### src/hw/rtl/recho_pkg.sv
// Shared types and constants for the recursive echo filter.
// No dependencies; imported by every module of the block.
`timescale 1ns / 1ps

package recho_pkg;

    // Filter geometry
    localparam int TAPS   = 10;
    localparam int TAP_W  = (TAPS > 1) ? $clog2(TAPS) : 1;
    localparam int HIST_N = TAPS - 1;
    localparam int HIST_W = (HIST_N > 1) ? $clog2(HIST_N) : 1;

    // Field widths
    localparam int SMP_W  = 16;
    localparam int COEF_W = 16;
    localparam int IDX_W  = 4;

    // Datapath widths: operand A carries gain + c0, so one bit more than a coefficient
    localparam int OPA_W  = COEF_W + 1;
    localparam int PROD_W = OPA_W + SMP_W;
    localparam int ACC_W  = PROD_W + TAP_W + 1;

    // Q1.15 constants
    localparam int GAIN_Q15 = 3277;    // 0.1
    localparam int HALF_Q15 = 16384;   // 0.5, also the rounding offset
    localparam int HALF_TAP = 9;       // tap that resets to 0.5
    localparam int FRAC_W   = 15;
    localparam int SAT_MAX  = 32767;
    localparam int SAT_MIN  = -32768;

    // Item kinds
    localparam logic KIND_SAMPLE = 1'b0;
    localparam logic KIND_COEF   = 1'b1;

    typedef enum logic [1:0] {
        S_IDLE,
        S_MAC,
        S_DRAIN,
        S_FIN
    } t_state;

    typedef struct packed {
        logic issue;   // operands valid this cycle
        logic first;   // first term of a new sum
    } t_mac_ctrl;

    typedef struct packed {
        t_mac_ctrl              mac;
        logic [TAP_W-1:0]       tap;
        logic                   fin;    // result written, history shifts
        logic                   busy;
    } t_seq_ctrl;

    typedef struct packed {
        logic start;      // audio sample transfer
        logic out_free;   // output register can take a result
    } t_seq_stat;

endpackage

### src/hw/rtl/recho_mac.sv
// Shared multiply-accumulate unit: registered product, then wide accumulator.
// Depends on recho_pkg.
`timescale 1ns / 1ps

module recho_mac (
    input  logic                               i_clk,
    input  logic                               i_rst_n,
    input  recho_pkg::t_mac_ctrl               i_ctrl,
    input  logic signed [recho_pkg::OPA_W-1:0] i_a,
    input  logic signed [recho_pkg::SMP_W-1:0] i_b,
    output logic signed [recho_pkg::ACC_W-1:0] o_acc
);
    import recho_pkg::*;

    logic signed [PROD_W-1:0] r_prod;
    logic signed [ACC_W-1:0]  r_acc;
    logic                     r_p_vld;
    logic                     r_p_first;

    // Product stage valid tracking
    always_ff @(posedge i_clk) begin
        if (!i_rst_n) begin
            r_p_vld   <= 1'b0;
            r_p_first <= 1'b0;
        end else begin
            r_p_vld   <= i_ctrl.issue;
            r_p_first <= i_ctrl.first;
        end
    end

    // Multiply stage
    always_ff @(posedge i_clk) begin
        if (i_ctrl.issue) begin
            r_prod <= i_a * i_b;
        end
    end

    // Accumulate stage
    always_ff @(posedge i_clk) begin
        if (r_p_vld) begin
            if (r_p_first) begin
                r_acc <= ACC_W'(r_prod);
            end else begin
                r_acc <= r_acc + ACC_W'(r_prod);
            end
        end
    end

    assign o_acc = r_acc;

endmodule

### src/hw/rtl/recho_seq.sv
// Sequencer: walks the taps through the shared MAC, one tap per cycle.
// Depends on recho_pkg.
`timescale 1ns / 1ps

module recho_seq (
    input  logic                  i_clk,
    input  logic                  i_rst_n,
    input  recho_pkg::t_seq_stat  i_stat,
    output recho_pkg::t_seq_ctrl  o_ctrl
);
    import recho_pkg::*;

    t_state           r_state;
    t_state           n_state;
    logic [TAP_W-1:0] r_tap;
    logic [TAP_W-1:0] n_tap;
    logic             w_last;

    assign w_last = (r_tap == TAP_W'(TAPS - 1));

    // Next state
    always_comb begin
        n_state = r_state;
        unique case (r_state)
            S_IDLE:  if (i_stat.start)   n_state = S_MAC;
            S_MAC:   if (w_last)         n_state = S_DRAIN;
            S_DRAIN:                     n_state = S_FIN;
            S_FIN:   if (i_stat.out_free) n_state = S_IDLE;
            default:                     n_state = S_IDLE;
        endcase
    end

    // Tap counter
    always_comb begin
        n_tap = r_tap;
        if (r_state == S_IDLE) begin
            n_tap = '0;
        end else if (r_state == S_MAC && !w_last) begin
            n_tap = r_tap + 1'b1;
        end
    end

    always_ff @(posedge i_clk) begin
        if (!i_rst_n) begin
            r_state <= S_IDLE;
            r_tap   <= '0;
        end else begin
            r_state <= n_state;
            r_tap   <= n_tap;
        end
    end

    // Outputs
    always_comb begin
        o_ctrl           = '0;
        o_ctrl.tap       = r_tap;
        unique case (r_state)
            S_IDLE: begin
                o_ctrl.busy = 1'b0;
            end
            S_MAC: begin
                o_ctrl.busy      = 1'b1;
                o_ctrl.mac.issue = 1'b1;
                o_ctrl.mac.first = (r_tap == '0);
            end
            S_DRAIN: begin
                o_ctrl.busy = 1'b1;
            end
            S_FIN: begin
                o_ctrl.busy = 1'b1;
                o_ctrl.fin  = i_stat.out_free;
            end
            default: begin
                o_ctrl.busy = 1'b1;
            end
        endcase
    end

    // Checks
    a_tap_range: assert property (@(posedge i_clk) disable iff (!i_rst_n)
        o_ctrl.mac.issue |-> (r_tap <= TAP_W'(TAPS - 1)))
        else $error("tap counter out of range");

    a_start_tap0: assert property (@(posedge i_clk) disable iff (!i_rst_n)
        (r_state == S_IDLE && i_stat.start) |=> (r_state == S_MAC && r_tap == '0))
        else $error("sum did not start at tap zero");

    a_drain_after_last: assert property (@(posedge i_clk) disable iff (!i_rst_n)
        (r_state == S_MAC && w_last) |=> (r_state == S_DRAIN))
        else $error("missing drain after last tap");

endmodule

### src/hw/rtl/recursive_echo_filter_core.sv
// Top level of the recursive echo filter: coefficient table, output history,
// operand select, rounding/saturation, output register. Uses recho_pkg,
// recho_seq and recho_mac.
`timescale 1ns / 1ps

// Channel  Direction  Handshake           Payload
// input    in         i_valid / o_stall   i_kind, i_sample, i_coef_index, i_coef_value
// output   out        o_valid / i_stall   o_echo_sample
//
// A coefficient load is taken while idle. An audio sample passes through these
// states: the idle state that takes the transfer, one MAC issue per tap
// through the single shared multiplier, a drain state for the accumulator, and a
// final state that rounds and writes the output register.
// Synchronous active-low reset restores the coefficient table (tap 9 = 0.5) and
// clears the history. The result waits in the output register; if it is still
// stalled when the next sum finishes, the sequencer holds in its final state.

module recursive_echo_filter_core (
    input  logic                                 i_clk,
    input  logic                                 i_rst_n,
    input  logic                                 i_valid,
    output logic                                 o_stall,
    input  logic                                 i_kind,
    input  logic signed [recho_pkg::SMP_W-1:0]   i_sample,
    input  logic        [recho_pkg::IDX_W-1:0]   i_coef_index,
    input  logic signed [recho_pkg::COEF_W-1:0]  i_coef_value,
    output logic                                 o_valid,
    input  logic                                 i_stall,
    output logic signed [recho_pkg::SMP_W-1:0]   o_echo_sample
);
    import recho_pkg::*;

    t_seq_ctrl                 w_ctrl;
    t_seq_stat                 w_stat;
    logic                      w_xfer;

    logic signed [COEF_W-1:0]  r_coef [TAPS];
    logic signed [OPA_W-1:0]   r_c0g;           // gain + c0
    logic signed [SMP_W-1:0]   r_hist [HIST_N];
    logic signed [SMP_W-1:0]   r_sample;

    logic                      r_out_vld;
    logic signed [SMP_W-1:0]   r_echo;

    logic [TAP_W-1:0]          w_hprev;
    logic [HIST_W-1:0]         w_hidx;
    logic signed [OPA_W-1:0]   w_a;
    logic signed [SMP_W-1:0]   w_b;
    logic signed [ACC_W-1:0]   w_acc;
    logic signed [ACC_W-1:0]   w_rnd;
    logic signed [SMP_W-1:0]   w_y;

    assign w_xfer          = i_valid && !o_stall;
    assign o_stall         = w_ctrl.busy;
    assign w_stat.start    = w_xfer && (i_kind == KIND_SAMPLE);
    assign w_stat.out_free = !r_out_vld || !i_stall;

    recho_seq u_seq (
        .i_clk   (i_clk),
        .i_rst_n (i_rst_n),
        .i_stat  (w_stat),
        .o_ctrl  (w_ctrl)
    );

    // Coefficient table; out-of-range taps are dropped
    always_ff @(posedge i_clk) begin
        if (!i_rst_n) begin
            for (int i = 0; i < TAPS; i++) begin
                r_coef[i] <= (i == HALF_TAP) ? COEF_W'(HALF_Q15) : '0;
            end
            r_c0g <= OPA_W'(GAIN_Q15);
        end else if (w_xfer && i_kind == KIND_COEF && int'(i_coef_index) < TAPS) begin
            r_coef[TAP_W'(i_coef_index)] <= i_coef_value;
            if (i_coef_index == '0) begin
                r_c0g <= OPA_W'(i_coef_value) + OPA_W'(GAIN_Q15);
            end
        end
    end

    // Sample capture
    always_ff @(posedge i_clk) begin
        if (w_stat.start) begin
            r_sample <= i_sample;
        end
    end

    // Operand select: tap 0 uses gain + c0 against x, others ck against y[n-k]
    assign w_hprev = w_ctrl.tap - 1'b1;
    assign w_hidx  = w_hprev[HIST_W-1:0];
    assign w_a     = (w_ctrl.tap == '0) ? r_c0g : OPA_W'(r_coef[w_ctrl.tap]);
    assign w_b     = (w_ctrl.tap == '0) ? r_sample : r_hist[w_hidx];

    recho_mac u_mac (
        .i_clk   (i_clk),
        .i_rst_n (i_rst_n),
        .i_ctrl  (w_ctrl.mac),
        .i_a     (w_a),
        .i_b     (w_b),
        .o_acc   (w_acc)
    );

    // Round half up, then saturate
    assign w_rnd = (w_acc + ACC_W'(HALF_Q15)) >>> FRAC_W;

    always_comb begin
        if (w_rnd > ACC_W'(SAT_MAX)) begin
            w_y = SMP_W'(SAT_MAX);
        end else if (w_rnd < ACC_W'(SAT_MIN)) begin
            w_y = SMP_W'(SAT_MIN);
        end else begin
            w_y = w_rnd[SMP_W-1:0];
        end
    end

    // Output history: shift line, newest at entry 0
    always_ff @(posedge i_clk) begin
        if (!i_rst_n) begin
            for (int i = 0; i < HIST_N; i++) begin
                r_hist[i] <= '0;
            end
        end else if (w_ctrl.fin) begin
            r_hist[0] <= w_y;
            for (int i = 1; i < HIST_N; i++) begin
                r_hist[i] <= r_hist[i-1];
            end
        end
    end

    // Output register
    always_ff @(posedge i_clk) begin
        if (!i_rst_n) begin
            r_out_vld <= 1'b0;
        end else if (w_ctrl.fin) begin
            r_out_vld <= 1'b1;
        end else if (!i_stall) begin
            r_out_vld <= 1'b0;
        end
    end

    always_ff @(posedge i_clk) begin
        if (w_ctrl.fin) begin
            r_echo <= w_y;
        end
    end

    assign o_valid       = r_out_vld;
    assign o_echo_sample = r_echo;

    // Checks
    a_out_on_fin: assert property (@(posedge i_clk) disable iff (!i_rst_n)
        w_ctrl.fin |=> o_valid)
        else $error("finished sum did not reach the output");

    a_no_overwrite: assert property (@(posedge i_clk) disable iff (!i_rst_n)
        (r_out_vld && i_stall) |-> !w_ctrl.fin)
        else $error("result overwritten while stalled");

    a_hist_push: assert property (@(posedge i_clk) disable iff (!i_rst_n)
        w_ctrl.fin |=> (r_hist[0] == r_echo))
        else $error("history does not hold the last output");

endmodule
### config.mk
export PLATFORM = sky130hd
export DESIGN_NAME = recursive_echo_filter_core
export DESIGN_NICKNAME = d
export VERILOG_FILES = /design/src/hw/rtl/recho_pkg.sv /design/src/hw/rtl/recho_mac.sv /design/src/hw/rtl/recho_seq.sv /design/src/hw/rtl/recursive_echo_filter_core.sv
export SDC_FILE = /design/constraint.sdc
export NUM_CORES = 2
export LEC_CHECK = 0
export BUFFER_PORTS_ARGS = -buffer_cell sky130_fd_sc_hd__buf_2
export CAP_MARGIN = 20
export CORE_AREA = 2 2 215 259
export CTS_CLUSTER_SIZE = 8
export DETAILED_ROUTE_END_ITERATION = 10
export DIE_AREA = 0 0 217 261
export PLACE_DENSITY = 0.81
export SETUP_SLACK_MARGIN = 0.02
export SLEW_MARGIN = 15
export SYNTH_ARGS = -nofsm -noshare
export SYNTH_HDL_FRONTEND = slang
export SYNTH_SLANG_ARGS = --single-unit
### constraint.sdc
create_clock -name i_clk -period 23.7 [get_ports i_clk]
set_input_delay 5.925 -clock i_clk [delete_from_list [all_inputs] [get_ports i_clk]]
set_output_delay 5.925 -clock i_clk [all_outputs]
set_load 0.05 [all_outputs]
-- Word-level counts from Yosys, hierarchy flattened
Memory sizes are Yosys's and may differ from the RTL's. A register that Yosys moved wholly into a read port is not among the register bits.
Index checks and enable logic that the tools add are counted.
- add/subtract/negate cells: 5
- $mul: 1
- magnitude comparators: 3
- equal/unequal tests: 8
- mux-type cells: 35
- bitwise logic cells: 11
- reductions and logical operators: 19
- operators with widths (operator ; number):
    16-bit two-way mux ; 13
    38-bit by 16-bit adder with 38-bit output, second input constant ; 1
    38-bit by 33-bit adder with 38-bit output ; 1
    38-bit two-way mux ; 1
    17-bit by 16-bit multiplier with 33-bit output ; 1
    23-bit by 16-bit > comparator with 1-bit output, second input constant ; 1
    23-bit by 16-bit less-than comparator with 1-bit output, second input constant ; 1
    16-bit by 13-bit adder with 17-bit output, second input constant ; 1
    17-bit two-way mux ; 1
    16-bit OR reduction ; 1
    4-bit two-way mux ; 3
    1-bit two-way mux ; 11
    1-bit OR ; 9
    4-bit zero test ; 2
    2-bit two-way mux ; 4
    2-bit by 1-bit != test with 1-bit output, second input constant ; 4
    2-bit case mux with 4 select lines ; 1
    1-bit logical AND ; 5
    4-bit by 1-bit adder with 4-bit output, second input constant ; 1
    2-bit == test, second input constant ; 2
    4-bit == test, second input constant ; 1
    1-bit zero test ; 4
    4-bit less-than comparator, second input constant ; 1
    2-bit AND reduction ; 2
    9 further kinds ; 10
- flip-flop bits (word level): 129
- memory bits (writable): 304
- output and inout port bits: 18
- memories: 2
- memories (memory ; words ; bits a word ; read ports ; clocked after Yosys merged registers in ; wr ports ; RTL line ; RTL):
    r_coef ; 10 ; 16 ; 1 ; 1 ; 10 ; recursive_echo_filter_core.sv:37 ; logic signed [COEF_W-1:0] r_coef [TAPS];
    r_hist ; 9 ; 16 ; 9 ; 0 ; 9 ; recursive_echo_filter_core.sv:39 ; logic signed [SMP_W-1:0] r_hist [HIST_N];

-- Depth between registers and ports, before layout
- depth after elaboration: 12
- gate-level depth with buffers: 36

-- Cells and area by module
Synthesis repeated with hierarchy kept, for this count alone.
- cell total of the unflattened synthesis: 2996
- area total of the unflattened synthesis: 35774.3 sq um
- by module, submodules not included (module ; instances ; cells each ; area an instance (sq um) ; sequential area each (sq um)):
    recursive_echo_filter_core ; 1 ; 1339 ; 20389.6 ; 13332.8
    recho_mac ; 1 ; 1609 ; 14964.4 ; 2172.1
    recho_seq ; 1 ; 48 ; 420.4 ; 120.1

-- Least setup slack after synthesis
OpenSTA, ideal clock, no wires.
- path kind: input to register
- start: input port i_rst_n
- end: memory r_hist[0][0], enable pin
- library setup time: 1220 ps
- arrival: 9107 ps
- required time: 22480 ps
- slack: 13373 ps
- cell stages on the path: 4
- buffers on the path: 3
- cell sequence: clkbuf_1 clkbuf_1 clkbuf_1 nand2_1
- RTL lines (element ; RTL line ; RTL):
    from (decl) ; recursive_echo_filter_core.sv:20 ; input logic i_rst_n,
    to (decl) ; recursive_echo_filter_core.sv:39 ;

-- Worst setup path after layout
- start: register u_seq.r_tap[0]
- end: register u_mac.r_prod[32], data pin
- word-level cells in the longest chain between the ends: 4
- elaborated cells between the ends (all ways): 6
- RTL lines (element ; RTL line ; RTL):
    from (decl) ; recho_seq.sv:15 ; logic [TAP_W-1:0] r_tap;
    from (signal assigned) ; recho_seq.sv:49 ; r_tap <= n_tap;
    4-bit by 1-bit subtractor with 4-bit output ; recursive_echo_filter_core.sv:88 ; assign w_hprev = w_ctrl.tap - 1'b1;
    via w_hidx[0] ; recursive_echo_filter_core.sv:46 ; logic [HIST_W-1:0] w_hidx;
    memory 9 x 16 bit ; - ;
    16-bit two-way mux ; recursive_echo_filter_core.sv:91 ; assign w_b = (w_ctrl.tap == '0) ? r_sample : r_hist[w_hidx];
    17-bit by 16-bit multiplier with 33-bit output ; recho_mac.sv:34 ; r_prod <= i_a * i_b;
    to (signal assigned) ; recho_mac.sv:34 ;
    to (decl) ; recho_mac.sv:15 ; logic signed [PROD_W-1:0] r_prod;
The timed path passes the listed nets, and every way through them passes these cells.
A chain may end at the register's enable or synchronous reset.

==> metrics.md <==
| Metric | Value |
|---|---|
| Vias in the first global route | `24.9k` |
| Initial Util | `64.1%` |
| Final core occ | `roughly 71%` |
| Seq/Total Area, Yosys | `45.1%` |
| Final period utilization | `41.7%` |
| Largest net degree at the start of global routing | `134` |
| Nets | `3,521` |
| Status | `complete, no violations` |
| Core area | `around 54,000 um^2` |
| Post-Synthesis Cells | `2,921` |
| Worst Hold Class | `register to register` |
| Final hold vios | `0` |
| Postcts setup bufs | `0` |
| Fmax | `101 MHz` |
| TritonCTS clock tree | `done` |
| Count leader, synth | `edfxtp_1` |
| Top cells by area, synth | `edfxtp_1 43%, fa_1 16%, mux4_2 7.2%, ha_1 4.7%, inv_1 4.3%` |
| Setup crit end kind | `register` |
| Top cells by count, synth | `503 x edfxtp_1, 398 x inv_1, 342 x nor2_1` |
| Hold Buf Count CTS | `0` |
| Wirelength per Cell | `approximately 24 um` |
| WP data required | `24,060 ps` |
| Num ports | `59` |
| Post-synth top area share | `43.3%` |
| Number of routed nets with antenna violations | `0` |
| Synth unique cells | `74` |
| Actual slew at the worst max-slew pin | `around 1200 ps` |
| Initial DRT Pass Iterations | `6` |
| TNS Setup | `0 ps` |
| Layout cells sized above 1 | `11.5%` |
| Kind of critical path | `register to register` |
| GPL Wtd Cong | `~0.99` |
| Clock transition at path regs | `50 ps` |
| Core Rows | `94` |
| Initial antenna violation count | `1` |
| DRT iter0 DRCs | `between 2k and 2.5k` |
| Routed WL | `just over 90,000 um` |
| Worst-path maximum fanout | `37` |
| Crit-path most repeated cell | `fa_1` |
| RSZ-0062 raised after global routing | `no` |
| Critical path arrival | `slightly above 10,000 ps` |
| Layout Skew | `about 45 ps` |
| Seq cells post-synth | `533` |
| Synth Warn # | `0` |
| Slowest stage delay, CP | `a little over 1000 ps` |
| Final setup fails | `0` |
| Die width | `approximately 220 um` |
| Worst-Skew Late Latency | `640 ps` |
| Most used DFF post-synth | `edfxtp_1` |
| CTS Buffer Depth | `3` |
| Slew Limit Fails | `0` |
| Slew HR | `22.6%` |
| Port bufs | `58` |
| Post-DR vias/cell | `6.15` |
| H-tree levels | `3` |
| GR Util All Layers | `about a third` |
| Num CTS Buffers | `between 70 and 80` |
| DIE AREA | `56,600 um^2` |
| Startpoint class of the critical path | `register` |
| Crit path max-delay cell type | `dfxtp_2` |
| Via count | `23.6k` |
| Root Driver | `clkbuf_16` |
| Global-route wire length before repair | `140,000 um` |
| EDFF count, synth | `~500` |
| Die Span Y | `around 260 um` |
| Minimum clock period | `9870 ps` |
| Post-DP HPWL | `between 60,000 and 70,000 um` |
| Post-synth top area cell | `edfxtp_1` |
| Post-cts resize count | `0` |
| Synth async-reset ratio | `0%` |
| Max_cap viols | `0` |
| Reg2reg setup slack | `13,830 ps` |
| Clock Sink Count | `533` |
| GRT Residual Overflow | `0` |
| Residual DRC | `0` |
| Syn_area_per_cell | `11.9 um^2` |
| Syn-to-layout area delta | `10.4%` |
| Cell Area, Synth | `34,900 um^2` |
## cell families after synthesis
group	after synthesis	share of synthesized area, %
fa+ha+maj	408	20.6
buf+inv	522	5.90
compound gates	300	5.58
mux	155	8.58
xor+xnor	97	2.44
flops	533	45.1
simple gates	905	11.8
other cells	1	0.0108
## area by class of cell
| cell class | instances | area, um^2 |
|---|---|---|
| repair buffers | 100 | 608 |
| multi-input cells | 1961 | 17500 |
| well taps | 720 | 901 |
| flip-flops and latches | 533 | 15700 |
| clock buffers | 114 | 2070 |
| inverters | 399 | 1500 |
| clock inverters | 10 | 183 |
| fillers | 3674 | 15900 |
| diodes | 1 | 2.50 |
## state kept, by name (all words and copies together) (netlist names), named ones only
signal           flops
u_mac.r_p_first      1
r_sample            16
u_mac.r_p_vld        1
u_seq.r_state        2
o_echo_sample       16
r_c0g               17
o_valid              1
r_hist             144
r_coef             256
u_mac.r_prod        33
u_seq.r_tap          4
u_mac.o_acc         38
## per-layer routing
| layer | track usage (%) | part of all wire (%) |
|---|---|---|
| met3 | 5.37 | 7.9 |
| met4 | 21.3 | 6.8 |
| met1 | 39.4 | 35 |
| met5 | 0 | 0.015 |
| met2 | 56.5 | 50 |
## per-stage QoR
step	area [um^2]	setup slack [ps]	instances	hold WS [ps]
6_report	38500	13830	3838	453
5_1_grt	38500	13380	3837	479
3_3_place_gp	36200	14160	3710	440
3_5_place_dp	36200	13930	3710	447
2_1_floorplan	35200	13370	3016	428
4_1_cts	38400	13870	3834	452
## worst max-delay path: cells and delay by family (launching register included)
family	cells	cell delay, ps
and+or+nand+nor	4	430
buffers and inverters	5	1160
adders and majority gates	8	4220
AOI/OAI and AO/OA	8	2180
xor gates and xnor gates	1	140
DFF	1	1020
muxes	2	390
## placed cells by master (no fill, tap or decap), types with 14 or more instances in the layout
master	instances
nor3_1	18
and3_1	138
xnor2_1	58
buf_2	57
o21ai_0	69
clkbuf_1	37
a21o_1	31
nor2b_1	15
ha_1	130
and2_1	32
fa_1	277
conb_1	96
clkbuf_16	77
inv_1	397
edfxtp_1	503
nand3_1	27
buf_4	43
mux2i_1	26
a21oi_1	71
dfxtp_1	26
nand2_1	272
mux4_2	112
o21a_1	14
mux2_2	14
xor2_1	37
nand4_1	16
a211oi_1	22
nor2_1	341
o21ai_1	14
## final timing paths
kind                                startpoint               end  cells after the start
worst max register to register  u_seq.r_tap[0]  u_mac.r_prod[32]                     28
worst min-delay path                  r_c0g[8]          r_c0g[8]                      2
worst min register to register        r_c0g[8]          r_c0g[8]                      2
worst max-delay path            u_seq.r_tap[0]  u_mac.r_prod[32]                     28
Power is not shown: default switching activity piles up to over one toggle a cycle in this logic, so the estimate is an artifact.
